`src/design/bced_pkg.sv`:
```
// Shared types and codes for the button click event detector.
package bced_pkg;

	localparam int unsigned TickW   = 16;
	localparam int unsigned RepeatW = 8;
	localparam int unsigned BounceW = 3;
	localparam int unsigned CfgIdxW = 2;
	localparam int unsigned CfgW    = 16;

	// Configuration register indexes
	typedef enum logic [CfgIdxW-1:0] {
		CFG_ACTIVE_LEVEL = 2'd0,
		CFG_BOUNCE_LIMIT = 2'd1,
		CFG_CLICK_GAP    = 2'd2,
		CFG_HOLD_LIMIT   = 2'd3
	} cfg_idx_t;

	// Event codes as reported in last_event
	typedef enum logic [2:0] {
		EV_DOWN   = 3'd0,
		EV_UP     = 3'd1,
		EV_REPEAT = 3'd2,
		EV_SINGLE = 3'd3,
		EV_DOUBLE = 3'd4,
		EV_LSTART = 3'd5,
		EV_HOLD   = 3'd6,
		EV_NONE   = 3'd7
	} event_t;

	typedef struct packed {
		logic press_down;
		logic press_up;
		logic repeat_press;
		logic single_click;
		logic double_click;
		logic long_start;
		logic long_hold;
	} flags_t;

	typedef struct packed {
		logic [TickW-1:0] click_gap;
		logic [TickW-1:0] hold_limit;
	} timing_cfg_t;

	typedef struct packed {
		flags_t               flags;
		event_t               last_event;
		logic [RepeatW-1:0]   repeat_count;
	} click_result_t;

endpackage

```
`src/design/bced_if.sv`:
```
// Request channel interfaces for raw levels in and click results out.
interface bced_in_if;
	logic valid;
	logic ready;
	logic raw_level;

	modport source (output valid, output raw_level, input ready);
	modport sink (input valid, input raw_level, output ready);
endinterface

interface bced_out_if;
	logic       valid;
	logic       ready;
	logic       fired_press_down;
	logic       fired_press_up;
	logic       fired_repeat;
	logic       fired_single_click;
	logic       fired_double_click;
	logic       fired_long_start;
	logic       fired_long_hold;
	logic [2:0] last_event;
	logic [7:0] repeat_count;
	logic       stable_level;

	modport source (
		output valid, input ready,
		output fired_press_down, output fired_press_up, output fired_repeat,
		output fired_single_click, output fired_double_click,
		output fired_long_start, output fired_long_hold,
		output last_event, output repeat_count, output stable_level
	);
	modport sink (
		input valid, output ready,
		input fired_press_down, input fired_press_up, input fired_repeat,
		input fired_single_click, input fired_double_click,
		input fired_long_start, input fired_long_hold,
		input last_event, input repeat_count, input stable_level
	);
endinterface

```
`src/design/button_click_event_detector.sv`:
```
// Top level of the single-button click and long-press event detector.
//
// Each input request carries one scan tick's raw button level and produces
// exactly one result request: the seven event flags raised on that tick, the
// last event code, the press count of the current click sequence and the
// debounced level. A request lands in an input register, the debouncer and
// the click state machine evaluate it in one short combinational pass, and
// the outcome is written to a result register. One request is taken every
// clock cycle unless a stalled sink holds both registers full.
// The result register holds a finished result while the next raw
// level already waits in the input register, so a stalled sink only stops
// intake once both registers are full. Configuration is written through a
// plain write port (index 0 active level, 1 debounce length, 2 click gap
// limit, 3 long press limit) and takes effect for ticks processed afterwards;
// write it only while no request is in flight.
module button_click_event_detector
	import bced_pkg::*;
(
	input  logic               clk,
	input  logic               arst_n,
	bced_in_if.sink            in_ch,
	bced_out_if.source         out_ch,
	input  logic               cfg_we,
	input  logic [CfgIdxW-1:0] cfg_index,
	input  logic [CfgW-1:0]    cfg_data
);

	// Configuration registers
	logic               active_level_q;
	logic [BounceW-1:0] bounce_limit_q;
	timing_cfg_t        timing_q;

	always_ff @(posedge clk or negedge arst_n) begin
		if (!arst_n) begin
			active_level_q      <= 1'b0;
			bounce_limit_q      <= BounceW'(3);
			timing_q.click_gap  <= TickW'(60);
			timing_q.hold_limit <= TickW'(200);
		end else if (cfg_we) begin
			case (cfg_idx_t'(cfg_index))
				CFG_ACTIVE_LEVEL: active_level_q      <= cfg_data[0];
				CFG_BOUNCE_LIMIT: bounce_limit_q      <= cfg_data[BounceW-1:0];
				CFG_CLICK_GAP:    timing_q.click_gap  <= cfg_data[TickW-1:0];
				CFG_HOLD_LIMIT:   timing_q.hold_limit <= cfg_data[TickW-1:0];
				default: ;
			endcase
		end
	end

	// Input register: hold one raw level until the step can run
	logic valid_s1;
	logic raw_s1;
	logic step;
	logic out_valid_q;

	// Advance the tick when the result register is free or being drained
	assign step         = valid_s1 && (!out_valid_q || out_ch.ready);
	assign in_ch.ready  = !valid_s1 || step;

	always_ff @(posedge clk or negedge arst_n) begin
		if (!arst_n) begin
			valid_s1 <= 1'b0;
		end else if (in_ch.ready) begin
			valid_s1 <= in_ch.valid;
		end
	end

	always_ff @(posedge clk) begin
		if (in_ch.valid && in_ch.ready) begin
			raw_s1 <= in_ch.raw_level;
		end
	end

	// One tick of work: debounce, then run the click machine on the new level
	logic          level_next;
	click_result_t result;

	bced_debounce u_debounce (
		.clk          (clk),
		.arst_n       (arst_n),
		.step         (step),
		.raw_level    (raw_s1),
		.bounce_limit (bounce_limit_q),
		.level_next   (level_next)
	);

	bced_click_fsm u_click_fsm (
		.clk     (clk),
		.arst_n  (arst_n),
		.step    (step),
		.pressed (level_next == active_level_q),
		.timing  (timing_q),
		.result  (result)
	);

	// Result register: hold the finished request until the sink takes it
	click_result_t result_q;
	logic          stable_q;

	always_ff @(posedge clk or negedge arst_n) begin
		if (!arst_n) begin
			out_valid_q <= 1'b0;
		end else if (step) begin
			out_valid_q <= 1'b1;
		end else if (out_ch.ready) begin
			out_valid_q <= 1'b0;
		end
	end

	always_ff @(posedge clk) begin
		if (step) begin
			result_q <= result;
			stable_q <= level_next;
		end
	end

	assign out_ch.valid              = out_valid_q;
	assign out_ch.fired_press_down   = result_q.flags.press_down;
	assign out_ch.fired_press_up     = result_q.flags.press_up;
	assign out_ch.fired_repeat       = result_q.flags.repeat_press;
	assign out_ch.fired_single_click = result_q.flags.single_click;
	assign out_ch.fired_double_click = result_q.flags.double_click;
	assign out_ch.fired_long_start   = result_q.flags.long_start;
	assign out_ch.fired_long_hold    = result_q.flags.long_hold;
	assign out_ch.last_event         = result_q.last_event;
	assign out_ch.repeat_count       = result_q.repeat_count;
	assign out_ch.stable_level       = stable_q;

endmodule

```
`src/design/bced_debounce.sv`:
```
// Debouncer: accepts a new level after enough consecutive differing ticks.
module bced_debounce
	import bced_pkg::*;
(
	input  logic               clk,
	input  logic               arst_n,
	input  logic               step,
	input  logic               raw_level,
	input  logic [BounceW-1:0] bounce_limit,
	output logic               level_next
);

	logic [BounceW-1:0] bounce_q;
	logic               level_q;
	logic [BounceW-1:0] bounce_inc;
	logic [BounceW-1:0] bounce_next;

	always_comb begin
		bounce_inc  = bounce_q + BounceW'(1);
		bounce_next = '0;
		level_next  = level_q;
		if (raw_level != level_q) begin
			if (bounce_inc >= bounce_limit) begin
				level_next  = raw_level;
			end else begin
				bounce_next = bounce_inc;
			end
		end
	end

	// Reset level is the inverse of the reset active level
	always_ff @(posedge clk or negedge arst_n) begin
		if (!arst_n) begin
			bounce_q <= '0;
			level_q  <= 1'b1;
		end else if (step) begin
			bounce_q <= bounce_next;
			level_q  <= level_next;
		end
	end

endmodule

```
`src/design/bced_click_fsm.sv`:
```
// Click state machine: turns the debounced level into click events.
module bced_click_fsm
	import bced_pkg::*;
(
	input  logic          clk,
	input  logic          arst_n,
	input  logic          step,
	input  logic          pressed,
	input  timing_cfg_t   timing,
	output click_result_t result
);

	typedef enum logic [2:0] {
		ST_IDLE     = 3'd0,
		ST_PRESSED  = 3'd1,
		ST_RELEASED = 3'd2,
		ST_REPEAT   = 3'd3,
		ST_LONG     = 3'd5
	} state_t;

	state_t             state_q, state_next;
	logic [TickW-1:0]   tick_q, tick_inc, tick_next;
	logic [RepeatW-1:0] repeats_q, repeats_next;
	event_t             recent_q, recent_next;
	flags_t             flags;

	always_comb begin
		tick_inc     = (state_q != ST_IDLE) ? tick_q + TickW'(1) : tick_q;
		tick_next    = tick_inc;
		state_next   = state_q;
		repeats_next = repeats_q;
		recent_next  = recent_q;
		flags        = '0;
		case (state_q)
			ST_IDLE: begin
				if (pressed) begin
					flags.press_down = 1'b1;
					recent_next      = EV_DOWN;
					tick_next        = '0;
					repeats_next     = RepeatW'(1);
					state_next       = ST_PRESSED;
				end else begin
					recent_next = EV_NONE;
				end
			end
			ST_PRESSED: begin
				if (!pressed) begin
					flags.press_up = 1'b1;
					recent_next    = EV_UP;
					tick_next      = '0;
					state_next     = ST_RELEASED;
				end else if (tick_inc > timing.hold_limit) begin
					flags.long_start = 1'b1;
					recent_next      = EV_LSTART;
					state_next       = ST_LONG;
				end
			end
			ST_RELEASED: begin
				if (pressed) begin
					flags.press_down   = 1'b1;
					flags.repeat_press = 1'b1;
					recent_next        = EV_REPEAT;
					repeats_next       = repeats_q + RepeatW'(1);
					tick_next          = '0;
					state_next         = ST_REPEAT;
				end else if (tick_inc > timing.click_gap) begin
					if (repeats_q == RepeatW'(1)) begin
						flags.single_click = 1'b1;
						recent_next        = EV_SINGLE;
					end else if (repeats_q == RepeatW'(2)) begin
						flags.double_click = 1'b1;
						recent_next        = EV_DOUBLE;
					end
					state_next = ST_IDLE;
				end
			end
			ST_REPEAT: begin
				if (!pressed) begin
					flags.press_up = 1'b1;
					recent_next    = EV_UP;
					if (tick_inc < timing.click_gap) begin
						tick_next  = '0;
						state_next = ST_RELEASED;
					end else begin
						state_next = ST_IDLE;
					end
				end else if (tick_inc > timing.hold_limit) begin
					state_next = ST_PRESSED;
				end
			end
			ST_LONG: begin
				if (pressed) begin
					flags.long_hold = 1'b1;
					recent_next     = EV_HOLD;
				end else begin
					flags.press_up = 1'b1;
					recent_next    = EV_UP;
					state_next     = ST_IDLE;
				end
			end
			default: begin
				state_next = ST_IDLE;
			end
		endcase
	end

	always_ff @(posedge clk or negedge arst_n) begin
		if (!arst_n) begin
			state_q   <= ST_IDLE;
			tick_q    <= '0;
			repeats_q <= '0;
			recent_q  <= EV_NONE;
		end else if (step) begin
			state_q   <= state_next;
			tick_q    <= tick_next;
			repeats_q <= repeats_next;
			recent_q  <= recent_next;
		end
	end

	assign result.flags        = flags;
	assign result.last_event   = recent_next;
	assign result.repeat_count = repeats_next;

endmodule
```
`src/flat_wrapper.sv`:
```
// flat-port wrapper written by rule: the top's interface ports become plain ports
module button_click_event_detector_flat import bced_pkg::*;
  (clk, arst_n, cfg_we, cfg_index, cfg_data, in_ch_valid, in_ch_raw_level, in_ch_ready, out_ch_valid, out_ch_ready, out_ch_fired_press_down, out_ch_fired_press_up, out_ch_fired_repeat, out_ch_fired_single_click, out_ch_fired_double_click, out_ch_fired_long_start, out_ch_fired_long_hold, out_ch_last_event, out_ch_repeat_count, out_ch_stable_level);
  bced_in_if in_ch_i ();
  bced_out_if out_ch_i ();
  input  logic clk;
  input  logic arst_n;
  input  logic cfg_we;
  input  logic [CfgIdxW-1:0] cfg_index;
  input  logic [CfgW-1:0] cfg_data;
  input wire logic [$bits(in_ch_i.valid)-1:0] in_ch_valid;
  input wire logic [$bits(in_ch_i.raw_level)-1:0] in_ch_raw_level;
  output wire logic [$bits(in_ch_i.ready)-1:0] in_ch_ready;
  output wire logic [$bits(out_ch_i.valid)-1:0] out_ch_valid;
  input wire logic [$bits(out_ch_i.ready)-1:0] out_ch_ready;
  output wire logic [$bits(out_ch_i.fired_press_down)-1:0] out_ch_fired_press_down;
  output wire logic [$bits(out_ch_i.fired_press_up)-1:0] out_ch_fired_press_up;
  output wire logic [$bits(out_ch_i.fired_repeat)-1:0] out_ch_fired_repeat;
  output wire logic [$bits(out_ch_i.fired_single_click)-1:0] out_ch_fired_single_click;
  output wire logic [$bits(out_ch_i.fired_double_click)-1:0] out_ch_fired_double_click;
  output wire logic [$bits(out_ch_i.fired_long_start)-1:0] out_ch_fired_long_start;
  output wire logic [$bits(out_ch_i.fired_long_hold)-1:0] out_ch_fired_long_hold;
  output wire logic [$bits(out_ch_i.last_event)-1:0] out_ch_last_event;
  output wire logic [$bits(out_ch_i.repeat_count)-1:0] out_ch_repeat_count;
  output wire logic [$bits(out_ch_i.stable_level)-1:0] out_ch_stable_level;
  assign in_ch_i.valid = in_ch_valid;
  assign in_ch_i.raw_level = in_ch_raw_level;
  assign in_ch_ready = in_ch_i.ready;
  assign out_ch_valid = out_ch_i.valid;
  assign out_ch_i.ready = out_ch_ready;
  assign out_ch_fired_press_down = out_ch_i.fired_press_down;
  assign out_ch_fired_press_up = out_ch_i.fired_press_up;
  assign out_ch_fired_repeat = out_ch_i.fired_repeat;
  assign out_ch_fired_single_click = out_ch_i.fired_single_click;
  assign out_ch_fired_double_click = out_ch_i.fired_double_click;
  assign out_ch_fired_long_start = out_ch_i.fired_long_start;
  assign out_ch_fired_long_hold = out_ch_i.fired_long_hold;
  assign out_ch_last_event = out_ch_i.last_event;
  assign out_ch_repeat_count = out_ch_i.repeat_count;
  assign out_ch_stable_level = out_ch_i.stable_level;
  button_click_event_detector u_core (.clk(clk), .arst_n(arst_n), .in_ch(in_ch_i), .out_ch(out_ch_i), .cfg_we(cfg_we), .cfg_index(cfg_index), .cfg_data(cfg_data));
endmodule
```
`config.mk`:
```
export PLATFORM = sky130hd
export DESIGN_NAME = button_click_event_detector_flat
export DESIGN_NICKNAME = d
export VERILOG_FILES = /design/src/design/bced_pkg.sv /design/src/design/bced_if.sv /design/src/design/button_click_event_detector.sv /design/src/design/bced_debounce.sv /design/src/design/bced_click_fsm.sv /design/src/flat_wrapper.sv
export SDC_FILE = /design/constraint.sdc
export NUM_CORES = 1
export LEC_CHECK = 0
export ABC_AREA = 1
export BUFFER_PORTS_ARGS = -buffer_cell sky130_fd_sc_hd__buf_4
export CELL_PAD_IN_SITES_DETAIL_PLACEMENT = 0
export CELL_PAD_IN_SITES_GLOBAL_PLACEMENT = 1
export CORE_MARGIN = 2
export CORE_UTILIZATION = 50
export CTS_BUF_LIST = sky130_fd_sc_hd__clkbuf_8
export DETAILED_ROUTE_END_ITERATION = 10
export PLACE_DENSITY_LB_ADDON = 0.1
export SKIP_CTS_REPAIR_TIMING = 1
export SYNTH_ARGS = -nofsm -noshare
export SYNTH_HDL_FRONTEND = slang
export SYNTH_SLANG_ARGS = --single-unit
```
`constraint.sdc`:
```
create_clock -name clk -period 6.5 [get_ports clk]
set_clock_uncertainty 0.05 [all_clocks]
set_input_delay 0.975 -clock clk [delete_from_list [all_inputs] [get_ports clk]]
set_output_delay 0.975 -clock clk [all_outputs]
set_load 0.02 [all_outputs]
```
After elaboration in Yosys (flattened, before gate mapping)
Index checks and enable logic that the tools add are counted.
W data, S select, Z words.
{"block": "word_totals", "wordCells": 108, "in_bits": 24, "reg_bits": 92}
{"block": "op_classes", "n_bitwise": 2, "order_cmp": 4, "n_reduce_logical": 20, "mux": 40, "eq_ne": 16, "n_addsub": 3}
{"op": "$mux W16", "count": 5}
{"op": "$mux W3", "count": 19}
{"op": "$pmux W16 S3", "count": 1}
{"op": "$gt A16 B16 Y1", "count": 2}
{"op": "$pmux W3 S5", "count": 2}
{"op": "$add A16 B1 Y16 const B", "count": 1}
{"op": "$lt A16 B16 Y1", "count": 1}
{"op": "$mux W8", "count": 2}
{"op": "$pmux W8 S2", "count": 1}
{"op": "$reduce_and A2 Y1", "count": 5}
{"op": "$mux W1", "count": 9}
{"op": "$ne A3 B3 Y1 const B", "count": 3}
{"op": "$add A8 B1 Y8 const B", "count": 1}
{"op": "$eq A8 B1 Y1 const B", "count": 1}
{"op": "$eq A8 B2 Y1 const B", "count": 1}
{"op": "$eq A3 B2 Y1 const B", "count": 2}
{"op": "$reduce_and A6 Y1", "count": 1}
{"op": "$reduce_or A3 Y1", "count": 2}
{"op": "$eq A2 B2 Y1 const B", "count": 2}
{"op": "$ne A2 B2 Y1 const B", "count": 2}
{"op": "$reduce_or A4 Y1", "count": 1}
{"op": "$add A3 B1 Y3 const B", "count": 1}
{"op": "$eq A3 B1 Y1 const B", "count": 1}
{"op": "$eq A3 B3 Y1 const B", "count": 1}
{"op": "other kinds (14)", "count": 18}

Depth between registers and ports, before layout
{"block": "depth", "depth_word": 7, "ltp_mapped": 24, "depth_no_buf": 23}

By module
From an unflattened synthesis, not the netlist that was laid out.
{"block": "unflattened", "hier_cells": 730, "area_unflattened_um2": 5642.9}
{"module": "bced_click_fsm", "cells_each": 491, "n_inst": 1, "seq_area_each_um2": 754.5, "area_each_um2": 3106.7}
{"module": "button_click_event_detector", "cells_each": 196, "n_inst": 1, "seq_area_each_um2": 1562.7, "area_each_um2": 2215.9}
{"module": "bced_debounce", "cells_each": 43, "n_inst": 1, "seq_area_each_um2": 101.3, "area_each_um2": 320.3}

Least setup slack after synthesis
No wires, ideal clock.
{"block": "synth_path", "path_kind": "register -> register", "startpoint": "reg u_core.u_click_fsm.state_q[2]", "endpoint": "reg u_core.result_q, in the netlist u_core.out_ch.last_event[2] (data pin)", "setup_ns": 0.255, "t_required_ns": 6.195, "stages_incl_launch_ff": 22, "path_buffers": 1, "period_less_slack_ns": 2.994, "arrival_ns": 2.689, "setup_slack_ns": 3.506, "path_cell_list": "dfrtp_1 > buf_6 > inv_2 > nand2_2 > nand4_1 > nor2_1 > nand2_1 > nor2_4 > nand2_2 > nor2_4 > nand2_1 > xor2_1 > inv_1 > ha_1 > nand2_1 > nor3_1 > nand2_1 > nand2_1 > nand3b_1 > nand3_1 > nand3_1 > and2_1"}
{"element": "from (decl)", "line_no": "bced_click_fsm.sv:21", "source": "state_t state_q, state_next;"}
{"element": "from (signal assigned)", "line_no": "bced_click_fsm.sv:114", "source": "state_q <= state_next;"}
{"element": "to (signal assigned)", "line_no": "button_click_event_detector.sv:112", "source": "result_q <= result;"}
{"element": "to (decl)", "line_no": "button_click_event_detector.sv:97", "source": "click_result_t result_q;"}

Final worst setup path
{"block": "layout_path", "startpoint": "reg u_core.u_click_fsm.state_q[2]", "endpoint": "reg u_core.u_click_fsm.tick_q[3]"}
{"block": "layout_via", "elab_chain_cells": 6, "word_cells_on_any_way": 13, "cone_classes": "order compare (1); eq/ne (3); mux (6); reduce/logical (3)"}
{"element": "$reduce_bool A3 Y1", "line_no": "bced_click_fsm.sv:28", "source": "tick_inc = (state_q != ST_IDLE) ? tick_q + TickW'(1) : tick_q;"}
{"element": "$mux W16", "line_no": "bced_click_fsm.sv:28"}
{"element": "$lt A16 B16 Y1", "line_no": "bced_click_fsm.sv:81", "source": "if (tick_inc < timing.click_gap) begin"}
{"element": "$mux W16", "line_no": "bced_click_fsm.sv:81"}
{"element": "$mux W16", "line_no": "bced_click_fsm.sv:78", "source": "if (!pressed) begin"}
{"element": "$pmux W16 S3 *", "line_no": "bced_click_fsm.sv:34", "source": "case (state_q)"}
{"element": "to (signal assigned)", "line_no": "bced_click_fsm.sv:115", "source": "tick_q <= tick_next;"}
{"element": "to (decl)", "line_no": "bced_click_fsm.sv:22", "source": "logic [TickW-1:0] tick_q, tick_inc, tick_next;"}
Every way passes the cells marked *; elsewhere a longest branch is shown, timed or not.
A chain may end at the register's enable or synchronous reset.

==> results.ini <==
[sta]
final-hold-violation-count = 0
setup_violations = 0
tightest_slew_ns = 1.070
tns_ns = 0
drv_slew = 0
rsz0062_at_grt = no
fin_crit_ns = 3.726
max_slew_margin_pct = 28.48
clock.fmax_mhz = 268.4
period_share_pct = 57.32

[setup_path]
critPathArrivalTime_ns = 3.92
r2r_slack_ns = 2.77
r2r-end = u_core.u_click_fsm.tick_q[3]
r2r-start = u_core.u_click_fsm.state_q[2]
endpoint_kind = flip-flop
crit_family = simple AND/OR/NAND/NOR gates
crit_slowest_cell = dfrtp_1
critical_path_class = flip-flop to flip-flop
cp-start-kind = flip-flop
path_cells = inv_2 -> nand2_2 -> nand4_1 -> nor2_1 -> nand2_1 -> nor2_4 -> nand2_2 -> nor2_4 -> nand2_1 -> xor2_1 -> inv_1 -> ha_1 -> a21oi_1 -> o21ai_0 -> a21oi_1 -> nand2_1 -> o21ai_1 -> nand4_2 -> nand2_2 -> o22ai_1
critPathMaxFanout = 11
rr_worst_depth = 20
worstPathRequired_ns = 6.69
path_buf_inv = 2
critPathMaxStageDelay_ns = 0.53

[power_and_ir_drop]
power.leakage_nw = 3.066
power_density_nw_per_um2 = 345.9
peakVddDrop_mv = 0.1702

[synth]
syn_nets = 716
synth_cell_type_count = 41
synth_area_per_cell_um2 = 8.264
ys_seq_area_share_pct = 44.95
yosysWarningCount = 0
synth_area_um2 = 5380
synthCells = 651
ys_seq_elements = 92

[drt]
first_pass_iters = 5
viasPerCell = 5.104
routed_wl_um = 10760
dr_total_vias = 4252
drtAntennaViolNets = 0
drt-wirelength-per-cell_um = 12.91
drc = 0
drtIter0Drc = 203

[clock_network]
clockBufferDepth = 2
cts_buffers = 9
clk_pin_slew_ns = 0.10
clockRootBuffer = clkbuf_8
htree_levels = 3
insertion_delay_ns = 0.37
cts.sinks = 92
cts_tree = built

[placement]
place_area_um2 = 5804
portBuffers = 44
gp_congestion = 0.8440
dpl.hpwl_um = 7926
dp_cells = 817

[floorplan]
ios = 45
initial_utilization_pct = 51.88
die_h_um = 107.7
dieArea_um2 = 11610
rows = 37
fp.dieW_um = 107.7
coreArea_um2 = 10370

[global_route]
track_usage_pct = 20.38
grt_pass1_wl_um = 18700
use_met2_pct = 31.85
gr-max-usage-layer = met2
grtUsageMet3_pct = 3.874
antenna_found_initial = 0
grt_pass1_vias = 4038
grt_max_degree = 73
grt_use_met1_pct = 28.14
grt.overflow.total = 0

[cells_and_area]
n_antenna_cell = 0
fin_cells = 833
fin_nets = 757
layout-drive-gt1-share_pct = 14.06
fillers = 974
fin_area_um2 = 6021
syn2layout_area_growth_pct = 11.91

[worst_hold_path]
min_to = u_core.u_click_fsm.recent_q[1]
hp-class = flip-flop to flip-flop
hold_depth = 2
hold_path.startpoint = u_core.u_click_fsm.recent_q[1]

[job]
max_cap_viol_count = 0

[status]
status = completed

-- logic make-up (layout without fill, tap and decap cells) --
family,count (synthesis),after routing,share of synthesized area (%)
and+or+nand+nor,271,271,22.67
AOI/OAI and AO/OA,108,108,10.91
xor gates and xnor gates,17,17,2.907
buffers and inverters,122,168,9.023
adders and majority gates,41,41,9.535
DFF,92,92,44.95
-- power by group --
part	switching, mW	total [mW]	internal (mW)
combinational	0.566	0.852	0.286
sequential	0.0771	0.814	0.737
clock	0.198	0.416	0.218
total	0.841	2.08	1.24
-- through the flow --
step | setup slack, ns | hold slack, ns | util (%) | power, mW
3_5_place_dp | 2.816 | 0.4228 | 55.97 | 1.677
6_report | 2.774 | 0.4274 | 58.06 | 2.082
2_1_floorplan | 3.506 | 0.3981 | - | 1.456
3_3_place_gp | 2.920 | 0.4070 | 55.97 | 1.658
5_1_grt | 2.396 | 0.4506 | 58.06 | 2.258
4_1_cts | 2.784 | 0.4347 | 58.06 | 2.096
-- placed cells by master (no fill, tap or decap), types with 2 or more instances in the layout --
cell and count:
a21o_1 2, a21oi_1 17, buf_4 45, clkbuf_8 13, dfrtp_1 59, dfstp_2 13, edfxtp_1 20, ha_1 41
inv_1 107, inv_2 2, nand2_1 162, nand2_2 5, nand3_1 37, nand3_2 2, nand3b_1 3, nand4_1 8
nand4_2 2, nor2_1 33, nor2_2 3, nor2_4 3, nor3_1 8, o211ai_1 2, o21ai_0 63, o21ai_1 14
o21ai_2 2, o22ai_1 3, xnor2_1 5, xor2_1 11
-- cell type report --
class	instances	area, um^2	area share [%]
clock inverters	3	37.54	0.6234
clock buffers	13	178.9	2.972
repair buffers	45	337.8	5.611
flip-flops and latches	92	2419	40.17
well taps	136	170.2	2.826
multi-input cells	437	2476	41.13
inverters	107	401.6	6.671
-- worst reg2reg max path: stages (launching register included) --
cell	delay, ns
dfrtp_1	0.53
inv_2	0.11
nand2_2	0.21
nand4_1	0.17
nor2_1	0.12
nand2_1	0.12
nor2_4	0.13
nand2_2	0.09
nor2_4	0.11
nand2_1	0.07
xor2_1	0.20
inv_1	0.10
ha_1	0.30
a21oi_1	0.14
o21ai_0	0.09
a21oi_1	0.11
nand2_1	0.16
o21ai_1	0.19
nand4_2	0.23
nand2_2	0.28
o22ai_1	0.11
-- how the worst max path moves through the flow --
stage | from | to | cells past startpoint
4_1_cts | u_core.u_click_fsm.state_q[2] | u_core.u_click_fsm.tick_q[3] | 20
3_3_place_gp | u_core.u_click_fsm.state_q[2] | u_core.out_ch.last_event[2] | 20
3_5_place_dp | u_core.u_click_fsm.state_q[2] | u_core.u_click_fsm.tick_q[3] | 20
2_1_floorplan | u_core.u_click_fsm.state_q[2] | u_core.out_ch.last_event[2] | 21
6_report | u_core.u_click_fsm.state_q[2] | u_core.u_click_fsm.tick_q[3] | 20
5_1_grt | u_core.u_click_fsm.state_q[2] | u_core.out_ch.last_event[2] | 20
-- registers in the layout, indices dropped and copies added (netlist names), 3 cells and up --
register,count
u_core.bounce_limit_q,3
u_core.u_debounce.bounce_q,3
u_core.u_click_fsm.tick_q,16
u_core.u_click_fsm.recent_q,3
u_core.timing_q,32
u_core.u_click_fsm.state_q,3
u_core.out_ch.repeat_count,8
u_core.u_click_fsm.repeats_q,8
u_core.out_ch.last_event,3
-- cells in the mapped netlist (all sizes together) --
cell type	instances	area share, %
xor2	12	2.1
a21boi	1	0.14
buf	5	0.86
nand3b	3	0.42
nor2	39	3.3
nor4	1	0.40
edfxtp	20	11
and2	1	0.12
o211ai	2	0.28
a21oi	18	1.7
o221ai	1	0.16
ha	41	9.5
or2	1	0.12
a21o	2	0.28
nand2	168	12
o22ai	3	0.35
xnor2	5	0.81
nor3	9	1.0
o32ai	1	0.30
a22o	1	0.16
inv	107	7.5
dfrtp	59	27
nand4	10	1.4
o21ai	79	7.5
clkbuf	10	0.70
dfstp	13	6.3
nand3	39	3.8
-- routing by layer --
layer	share of wire (%)	routed length [um]
met5	0	0
met4	1.6	174
met3	3.7	399
met2	46	4927
met1	49	5256
Power figures use the tool's default switching activity.
